==> src/hw/rtl/wpsp_pkg.sv <==
// shared types, codes and helpers for the wav pcm stream parser
package wpsp_pkg;

	localparam logic [31:0] TAG_RIFF = 32'h52494646;
	localparam logic [31:0] TAG_WAVE = 32'h57415645;
	localparam logic [31:0] TAG_FMT  = 32'h666D7420;
	localparam logic [31:0] TAG_DATA = 32'h64617461;

	localparam logic [2:0] ST_OK        = 3'd0;
	localparam logic [2:0] ST_SHORT     = 3'd1;
	localparam logic [2:0] ST_BAD_TAGS  = 3'd2;
	localparam logic [2:0] ST_FMT_SMALL = 3'd3;
	localparam logic [2:0] ST_NO_DATA   = 3'd4;
	localparam logic [2:0] ST_NOT_PCM   = 3'd5;
	localparam logic [2:0] ST_ZERO_FRM  = 3'd6;

	localparam logic [15:0] FMT_PCM = 16'd1;

	// header length, minimum file length, minimum fmt body
	localparam int HDR_BYTES = 12;
	localparam int MIN_FILE  = 44;
	localparam int FMT_MIN   = 16;

	localparam int POS_W = 6;
	localparam int OFF_W = 5;
	localparam int FRM_W = 29;

	localparam int FIFO_DEPTH = 3;

	typedef struct packed {
		logic        is_status;
		logic [31:0] sample;
		logic [2:0]  status;
		logic [31:0] rate;
		logic [15:0] channel_count;
		logic [15:0] sample_bits;
		logic        done_res;
	} res_t;

	function automatic logic [31:0] set_lane32(input logic [31:0] v, input logic [1:0] lane,
		input logic [7:0] b);
		logic [31:0] r;
		r = v;
		case (lane)
			2'd0: r[7:0] = b;
			2'd1: r[15:8] = b;
			2'd2: r[23:16] = b;
			default: r[31:24] = b;
		endcase
		return r;
	endfunction

	function automatic logic [1:0] inc3(input logic [1:0] p);
		return (p == 2'(FIFO_DEPTH - 1)) ? 2'd0 : p + 2'd1;
	endfunction

endpackage

==> src/hw/rtl/wav_pcm_stream_parser_core.sv <==
// wav pcm stream parser: byte-wide riff/wave walker with sample and status output queue
//
//  channel | direction | handshake            | payload
//  in      | to block  | in_valid / in_stall  | file_byte, final_byte
//  out     | from block| out_valid / out_stall| is_status, sample, status, rate,
//          |           |                      | channel_count, sample_bits, done_res
//
//  one word is taken per cycle while in_stall is low and parsed in the cycle it is accepted
//  its results enter a three-entry queue and are offered from the next cycle
//  a final word may add two entries at once, a sample and then the status
//  in_stall is high while the queue holds two or more entries
//  arst_n clears all parser state and empties the queue; a final word clears the parser
//  out_stall only holds the queue head; parsing continues until two entries wait
module wav_pcm_stream_parser_core (
	input  logic               clk,
	input  logic               arst_n,
	input  logic               in_valid,
	output logic               in_stall,
	input  logic [7:0]         file_byte,
	input  logic               final_byte,
	output logic               out_valid,
	input  logic               out_stall,
	output logic               is_status,
	output logic signed [31:0] sample,
	output logic [2:0]         status,
	output logic [31:0]        rate,
	output logic [15:0]        channel_count,
	output logic [15:0]        sample_bits,
	output logic               done_res
);

	localparam logic [1:0] PH_HDR  = 2'd0;
	localparam logic [1:0] PH_BODY = 2'd1;
	localparam logic [1:0] PH_PAD  = 2'd2;

	logic [wpsp_pkg::POS_W-1:0] pos_q, pos_n;
	logic                       tag_err_q, tag_err_n;
	logic [31:0]                tag_q, tag_n;
	logic [31:0]                rem_q, rem_n;
	logic [1:0]                 phase_q, phase_n;
	logic [2:0]                 hdr_idx_q, hdr_idx_n;
	logic [wpsp_pkg::OFF_W-1:0] off_q, off_n;
	logic                       pad_q, pad_n;
	logic [15:0]                fcode_q, fcode_n;
	logic [15:0]                fch_q, fch_n;
	logic [31:0]                frate_q, frate_n;
	logic [15:0]                fbits_q, fbits_n;
	logic                       fseen_q, fseen_n;
	logic                       fsmall_q, fsmall_n;
	logic                       dseen_q, dseen_n;
	logic                       ddone_q, ddone_n;
	logic [wpsp_pkg::FRM_W-1:0] fbi_q, fbi_n;
	logic [31:0]                asm_q, asm_n;
	logic [wpsp_pkg::FRM_W-1:0] frame_sz_q;

	wpsp_pkg::res_t fifo_q [wpsp_pkg::FIFO_DEPTH];
	logic [1:0]     rd_q, wr_q, wr1, wr_n;
	logic [1:0]     cnt_q, cnt_n;
	logic [1:0]     n_push;
	wpsp_pkg::res_t r0, r1, smp_res, st_res;

	logic                       in_acc, out_pop;
	logic                       smp_fire;
	logic [wpsp_pkg::FRM_W:0]   fbi_inc;
	logic [31:0]                asm_w;
	logic [31:0]                smp_val;
	logic                       frame_zero_q, frame_zero_n;
	logic                       stream_ok;
	logic [2:0]                 code;

	assign in_acc  = in_valid && !in_stall;
	assign in_stall = cnt_q > 2'd1;
	assign out_valid = cnt_q != 2'd0;
	assign out_pop = out_valid && !out_stall;

	assign frame_zero_q = (fch_q == 16'd0) || (fbits_q[15:3] == 13'd0);
	assign stream_ok = !tag_err_q && fseen_q && !fsmall_q && (fcode_q == wpsp_pkg::FMT_PCM)
		&& !frame_zero_q;
	assign fbi_inc = {1'b0, fbi_q} + 1'b1;
	assign asm_w = (fbi_q < wpsp_pkg::FRM_W'(4)) ? wpsp_pkg::set_lane32(asm_q, fbi_q[1:0],
		file_byte) : asm_q;

	always_comb begin
		case (fbits_q)
			16'd16: smp_val = {asm_w[15:0], 16'd0};
			16'd24: smp_val = {asm_w[23:0], 8'd0};
			16'd32: smp_val = asm_w;
			default: smp_val = 32'd0;
		endcase
	end

	// parser next state
	always_comb begin
		pos_n     = pos_q;
		tag_err_n = tag_err_q;
		tag_n     = tag_q;
		rem_n     = rem_q;
		phase_n   = phase_q;
		hdr_idx_n = hdr_idx_q;
		off_n     = off_q;
		pad_n     = pad_q;
		fcode_n   = fcode_q;
		fch_n     = fch_q;
		frate_n   = frate_q;
		fbits_n   = fbits_q;
		fseen_n   = fseen_q;
		fsmall_n  = fsmall_q;
		dseen_n   = dseen_q;
		ddone_n   = ddone_q;
		fbi_n     = fbi_q;
		asm_n     = asm_q;
		smp_fire  = 1'b0;

		if (pos_q < wpsp_pkg::POS_W'(wpsp_pkg::HDR_BYTES)) begin
			if (pos_q < wpsp_pkg::POS_W'(4)
				&& file_byte != wpsp_pkg::TAG_RIFF[8*(3-pos_q[1:0]) +: 8])
				tag_err_n = 1'b1;
			if (pos_q >= wpsp_pkg::POS_W'(8)
				&& file_byte != wpsp_pkg::TAG_WAVE[8*(3-pos_q[1:0]) +: 8])
				tag_err_n = 1'b1;
		end else begin
			unique case (phase_q)
				PH_HDR: begin
					if (!hdr_idx_q[2])
						tag_n = {tag_q[23:0], file_byte};
					else
						rem_n = wpsp_pkg::set_lane32(rem_q, hdr_idx_q[1:0], file_byte);
					hdr_idx_n = hdr_idx_q + 3'd1;
					if (hdr_idx_q == 3'd7) begin
						off_n = '0;
						pad_n = rem_n[0];
						if (tag_q == wpsp_pkg::TAG_FMT) begin
							if (dseen_q) begin
								tag_n = '0;
							end else begin
								fseen_n = 1'b1;
								if (rem_n < 32'(wpsp_pkg::FMT_MIN))
									fsmall_n = 1'b1;
							end
						end else if (tag_q == wpsp_pkg::TAG_DATA) begin
							if (dseen_q) begin
								tag_n = '0;
							end else begin
								dseen_n = 1'b1;
								fbi_n   = '0;
								asm_n   = '0;
							end
						end
						if (rem_n == 32'd0) begin
							// empty chunk: an accepted data chunk ends at once
							if (tag_n == wpsp_pkg::TAG_DATA && dseen_n)
								ddone_n = 1'b1;
							phase_n = PH_HDR;
						end else begin
							phase_n = PH_BODY;
						end
					end
				end
				PH_BODY: begin
					if (tag_q == wpsp_pkg::TAG_FMT && !fsmall_q
						&& off_q < wpsp_pkg::OFF_W'(wpsp_pkg::FMT_MIN)) begin
						if (off_q < wpsp_pkg::OFF_W'(2))
							fcode_n = 16'(wpsp_pkg::set_lane32({16'd0, fcode_q}, off_q[1:0],
								file_byte));
						else if (off_q < wpsp_pkg::OFF_W'(4))
							fch_n = 16'(wpsp_pkg::set_lane32({16'd0, fch_q}, off_q[1:0] - 2'd2,
								file_byte));
						else if (off_q < wpsp_pkg::OFF_W'(8))
							frate_n = wpsp_pkg::set_lane32(frate_q, off_q[1:0], file_byte);
						else if (off_q >= wpsp_pkg::OFF_W'(14))
							fbits_n = 16'(wpsp_pkg::set_lane32({16'd0, fbits_q},
								off_q[1:0] - 2'd2, file_byte));
					end else if (tag_q == wpsp_pkg::TAG_DATA && dseen_q && !ddone_q
						&& stream_ok) begin
						if (fbi_inc >= {1'b0, frame_sz_q}) begin
							smp_fire = 1'b1;
							fbi_n    = '0;
							asm_n    = '0;
						end else begin
							fbi_n = fbi_inc[wpsp_pkg::FRM_W-1:0];
							asm_n = asm_w;
						end
					end
					if (off_q < wpsp_pkg::OFF_W'(wpsp_pkg::FMT_MIN))
						off_n = off_q + 1'b1;
					rem_n = rem_q - 32'd1;
					if (rem_n == 32'd0) begin
						if (tag_q == wpsp_pkg::TAG_DATA && dseen_q)
							ddone_n = 1'b1;
						phase_n = pad_q ? PH_PAD : PH_HDR;
					end
				end
				PH_PAD: phase_n = PH_HDR;
				default: phase_n = PH_HDR;
			endcase
		end

		if (pos_q != wpsp_pkg::POS_W'(wpsp_pkg::MIN_FILE))
			pos_n = pos_q + 1'b1;
	end

	assign frame_zero_n = (fch_n == 16'd0) || (fbits_n[15:3] == 13'd0);

	always_comb begin
		if (pos_n < wpsp_pkg::POS_W'(wpsp_pkg::MIN_FILE))
			code = wpsp_pkg::ST_SHORT;
		else if (tag_err_n)
			code = wpsp_pkg::ST_BAD_TAGS;
		else if (fsmall_n)
			code = wpsp_pkg::ST_FMT_SMALL;
		else if (!dseen_n)
			code = wpsp_pkg::ST_NO_DATA;
		else if (fcode_n != wpsp_pkg::FMT_PCM)
			code = wpsp_pkg::ST_NOT_PCM;
		else if (frame_zero_n)
			code = wpsp_pkg::ST_ZERO_FRM;
		else
			code = wpsp_pkg::ST_OK;
	end

	always_comb begin
		smp_res = '0;
		smp_res.sample = smp_val;
		st_res = '0;
		st_res.is_status     = 1'b1;
		st_res.status        = code;
		st_res.rate          = frate_n;
		st_res.channel_count = fch_n;
		st_res.sample_bits   = fbits_n;
		st_res.done_res      = 1'b1;

		r0 = smp_fire ? smp_res : st_res;
		r1 = st_res;
		if (!in_acc)
			n_push = 2'd0;
		else
			n_push = 2'(smp_fire) + 2'(final_byte);
	end

	assign wr1 = wpsp_pkg::inc3(wr_q);
	assign wr_n = (n_push == 2'd0) ? wr_q : (n_push == 2'd1) ? wr1 : wpsp_pkg::inc3(wr1);
	assign cnt_n = cnt_q - 2'(out_pop) + n_push;

	// result queue
	always_ff @(posedge clk or negedge arst_n) begin
		if (!arst_n) begin
			rd_q  <= '0;
			wr_q  <= '0;
			cnt_q <= '0;
		end else begin
			if (out_pop)
				rd_q <= wpsp_pkg::inc3(rd_q);
			wr_q  <= wr_n;
			cnt_q <= cnt_n;
		end
	end

	always_ff @(posedge clk) begin
		for (int i = 0; i < wpsp_pkg::FIFO_DEPTH; i++) begin
			if (n_push != 2'd0 && wr_q == 2'(i))
				fifo_q[i] <= r0;
			else if (n_push == 2'd2 && wr1 == 2'(i))
				fifo_q[i] <= r1;
		end
	end

	assign is_status     = fifo_q[rd_q].is_status;
	assign sample        = fifo_q[rd_q].sample;
	assign status        = fifo_q[rd_q].status;
	assign rate          = fifo_q[rd_q].rate;
	assign channel_count = fifo_q[rd_q].channel_count;
	assign sample_bits   = fifo_q[rd_q].sample_bits;
	assign done_res      = fifo_q[rd_q].done_res;

	// parser state; a final word returns everything but the frame size to reset
	always_ff @(posedge clk or negedge arst_n) begin
		if (!arst_n) begin
			pos_q      <= '0;
			tag_err_q  <= 1'b0;
			tag_q      <= '0;
			rem_q      <= '0;
			phase_q    <= PH_HDR;
			hdr_idx_q  <= '0;
			off_q      <= '0;
			pad_q      <= 1'b0;
			fcode_q    <= '0;
			fch_q      <= '0;
			frate_q    <= '0;
			fbits_q    <= '0;
			fseen_q    <= 1'b0;
			fsmall_q   <= 1'b0;
			dseen_q    <= 1'b0;
			ddone_q    <= 1'b0;
			fbi_q      <= '0;
			asm_q      <= '0;
			frame_sz_q <= '0;
		end else begin
			// frame size is registered from the fmt fields; data bodies start later
			frame_sz_q <= wpsp_pkg::FRM_W'(fch_q) * wpsp_pkg::FRM_W'(fbits_q[15:3]);
			if (in_acc) begin
				if (final_byte) begin
					pos_q     <= '0;
					tag_err_q <= 1'b0;
					tag_q     <= '0;
					rem_q     <= '0;
					phase_q   <= PH_HDR;
					hdr_idx_q <= '0;
					off_q     <= '0;
					pad_q     <= 1'b0;
					fcode_q   <= '0;
					fch_q     <= '0;
					frate_q   <= '0;
					fbits_q   <= '0;
					fseen_q   <= 1'b0;
					fsmall_q  <= 1'b0;
					dseen_q   <= 1'b0;
					ddone_q   <= 1'b0;
					fbi_q     <= '0;
					asm_q     <= '0;
				end else begin
					pos_q     <= pos_n;
					tag_err_q <= tag_err_n;
					tag_q     <= tag_n;
					rem_q     <= rem_n;
					phase_q   <= phase_n;
					hdr_idx_q <= hdr_idx_n;
					off_q     <= off_n;
					pad_q     <= pad_n;
					fcode_q   <= fcode_n;
					fch_q     <= fch_n;
					frate_q   <= frate_n;
					fbits_q   <= fbits_n;
					fseen_q   <= fseen_n;
					fsmall_q  <= fsmall_n;
					dseen_q   <= dseen_n;
					ddone_q   <= ddone_n;
					fbi_q     <= fbi_n;
					asm_q     <= asm_n;
				end
			end
		end
	end

	a_final_queues_status: assert property (@(posedge clk) disable iff (!arst_n)
		in_acc && final_byte |=> cnt_q != 2'd0)
		else $error("final word left no status in queue");

	a_done_needs_seen: assert property (@(posedge clk) disable iff (!arst_n)
		ddone_q |-> dseen_q)
		else $error("data chunk done without being seen");

	a_body_nonempty: assert property (@(posedge clk) disable iff (!arst_n)
		phase_q == PH_BODY |-> rem_q != 32'd0)
		else $error("chunk body with nothing remaining");

	a_frame_index: assert property (@(posedge clk) disable iff (!arst_n)
		phase_q == PH_BODY && tag_q == wpsp_pkg::TAG_DATA && frame_sz_q != '0
		|-> fbi_q < frame_sz_q)
		else $error("frame byte index out of range");

	a_queue_bound: assert property (@(posedge clk) disable iff (!arst_n)
		cnt_q <= 2'(wpsp_pkg::FIFO_DEPTH))
		else $error("result queue overflow");

endmodule

==> config.mk <==
export PLATFORM = sky130hd
export DESIGN_NAME = wav_pcm_stream_parser_core
export DESIGN_NICKNAME = d
export VERILOG_FILES = /design/src/hw/rtl/wpsp_pkg.sv /design/src/hw/rtl/wav_pcm_stream_parser_core.sv
export SDC_FILE = /design/constraint.sdc
export NUM_CORES = 2
export LEC_CHECK = 0
export BUFFER_PORTS_ARGS = -buffer_cell sky130_fd_sc_hd__buf_2
export CAP_MARGIN = 40
export CORE_MARGIN = 2
export CORE_UTILIZATION = 50
export CTS_CLUSTER_SIZE = 12
export DETAILED_ROUTE_END_ITERATION = 8
export PLACE_DENSITY_LB_ADDON = 0.12
export SYNTH_ARGS = -nofsm -noshare
export SYNTH_HDL_FRONTEND = slang
export SYNTH_SLANG_ARGS = --single-unit
==> constraint.sdc <==
create_clock -name clk -period 27.9 [get_ports clk]
set_clock_uncertainty 0.05 [all_clocks]
set_input_delay 1.395 -clock clk [delete_from_list [all_inputs] [get_ports clk]]
set_output_delay 1.395 -clock clk [all_outputs]
set_load 0.1 [all_outputs]
==> out/metrics.csv <==
metric,value,unit
"Hold Violations, Final",0,
drt first pass iters,5,
Least-Margin Pin Slew,984.8,ps
Total Routed Length,96470,um
GR Overflow Total,0,
post-synthesis sequential area ratio,43.35,%
vias in the first global route,27190,
startpoint types,flop,
first-pass GRT wire length,154100,um
Die X,269.1,um
pre-CTS setup slack,20960,ps
crit-path cells,"ha_1, nand3_1, nor2_1, nand3_1, nor2_1, and4_1, nand2_1, xnor2_1, ha_1, a21o_1, a21o_1, a2111oi_0, o31a_1, a31o_2, a211oi_2, ha_1, inv_1, and2_1, o21ai_0, nand2_1, nand2_1, buf_4, inv_2, buf_4",
Max Cap Viol,0,
Core ar.,69790,um^2
Worst Path Required,28090,ps
Slew headroom,33.95,%
HPWL Detailed,63830,um
Ant. Diodes,0,
"Hold-fix buffers, CTS",0,
TritonCTS clock tree,yes,
First DRT Iteration DRCs,2186,
full die area,72420,um^2
Post-DRT Antenna Nets,0,
"Reg clk slew, reported paths",60,ps
Synth Net Count,3913,
Non-Filler Instances,4590,
FMAX,0.1432,GHz
unrepaired setup endpoints after global routing,no,
Initial Util,50.36,%
placed cell count,4474,
CP peak stage delay,660,ps
setup bufs post-CTS,0,
"CP delay by family, top",simple AND/OR/NAND/NOR gates,
Rows,97,
CP endpoint kind,flop,
fin util,55.02,%
Post-Synthesis Cells,3619,
Pleak,16.36,nW
H-tree Lvls,2,
Area Growth Syn to Fin,9.250,%
# clock sinks,562,
Clock Latency Late Sink,670,ps
P per Cell Area,82.88,nW/um^2
Setup Total Neg Slack,0,ps
CP max stage cell,buf_4,
most frequent cells in the layout,"nand2_1 (488), o21ai_0 (312), nor2_1 (300), edfxtp_1 (267), inv_1 (266)",
total track usage,26.53,%
Root Driver,clkbuf_16,
Synth Warn #,0,
routed via count,27160,
drt drc,0,
Crit Path Max Fanout,46,
fin crit share,25.03,%
Placer Congestion,0.9018,
fraction of registers with async set/reset,46.62,%
Peak VDD IR,0.00009402,V
Final min period,6983,ps
total power,0.003182,W
"most common cell after layout, fill and taps aside",nand2_1,
initial antenna violation count,2,
worst path arrival time,7180,ps
Final setup viols,0,
Port-buffer cells,115,
Avg WL per Cell,21.02,um
max-slew violation count,0,
share of cells above drive strength 1,9.260,%
Post-synth EDFFs,267,
Mapped Area,35140,um^2
Nets,3892,
Fillers,6150,
syn avg cell area,9.711,um^2
cts bufs inserted,61,
Worst Setup Path Type,flop to flop,
post-cts sizing count,0,
drt via density,5.917,
fin worst setup slack,20920,ps
status,completed,
Yosys cell types,91,
# IOs,116,
top_reg_cell synth,edfxtp_1,
largest net degree at the start of global routing,93,
Hold Path Class,flop to flop,
Longest Clk Path Bufs,3,
Die Y,269.1,um
#FFs+latches synth,562,
CP bufs+invs,4,
[worst paths after layout]
path                                from             end  slack, ps  cells after the start
min reg2reg                fifo_q[2][81]   fifo_q[2][81]        400                      2
min                        fifo_q[2][81]   fifo_q[2][81]        400                      2
max                             fbi_q[0]   fifo_q[2][13]      20920                     24
max in group asynchronous         arst_n       fch_q[15]      25010                      3
max reg2reg                     fbi_q[0]   fifo_q[2][13]      20920                     24
min in group asynchronous         arst_n  frame_sz_q[26]        730                      1
[area by class of cell]
class                      count  area, um^2  share of cell area (%)
tap                          940        1176                   3.063
clock buffer                  88        1698                   4.422
sequential                   562       15240                   39.70
timing repair buffer         165        1096                   2.855
inverter                     269        1010                   2.630
clock inverter                27       317.8                  0.8278
multi-input combinational   2539       17850                   46.50
[sequential cells by signal, indices dropped and copies added, names as in the netlist, 3 cells and up]
register    cells
fbits_q        16
asm_q          32
frame_sz_q     29
frate_q        32
fch_q          16
rem_q          32
pos_q           6
hdr_idx_q       3
off_q           5
tag_q          32
fbi_q          29
fcode_q        16
fifo_q        300
[where the power goes]
part	internal, W	switching, W
registers	0.000963	0.0000802
clock network	0.000462	0.000351
logic	0.000302	0.00102
[stage by stage]
stage          area, um^2  hold slack (ps)
2_1_floorplan       35140            374.9
3_3_place_gp        36140            382.6
3_5_place_dp        36370            391.7
4_1_cts             38390            406.1
5_1_grt             38390            424.7
6_report            38390            402.1
[tightest hold or removal path: stages, from the launching register on]
cell     delay, ps
dfxtp_1        320
nand2_1         40
o21ai_0         50
[cell families after synthesis]
| group | after synthesis | synth area share, % |
|---|---|---|
| and+or+nand+nor | 1223 | 16.48 |
| AOI/OAI and AO/OA | 761 | 13.22 |
| DFF | 562 | 43.35 |
| buffers and inverters | 518 | 6.006 |
| adders and majority gates | 281 | 13.29 |
| muxes | 209 | 6.031 |
| xor gates and xnor gates | 65 | 1.620 |
[synthesized netlist by cell type, types with 14 or more instances]
master      n  area share [%]
nand2_1   488             5.2
o21ai_0   312             4.4
nor2_1    301             3.2
edfxtp_1  267              23
inv_1     267             2.9
dfrtp_1   262              19
mux2i_1   187             5.3
clkbuf_1  178             1.9
a21oi_1   167             2.4
fa_1      154             8.8
ha_1      127             4.5
and2_1    114             2.0
a22o_1     70             1.7
nand3_1    58            0.83
xnor2_1    45             1.1
nor3_1     44            0.63
nor4_1     37            0.66
buf_2      36            0.51
a22oi_1    33            0.70
dfxtp_1    33             1.9
and3_1     31            0.55
nand4_1    28            0.50
nand2b_1   26            0.46
mux2_2     22            0.70
a21o_1     21            0.45
xor2_1     20            0.50
a31oi_1    18            0.32
nor2b_1    16            0.28
buf_1      14            0.15
[per-layer routing]
metal	GRT usage [%]	wire length (um)	vias to the layer above
met5	0	13	-
met4	8.145	2699	2
met3	3.767	6276	173
met2	43.27	45670	932
met1	36.81	41810	13600
li1	-	-	12450
Note: power is estimated with default switching activity, not from simulation.
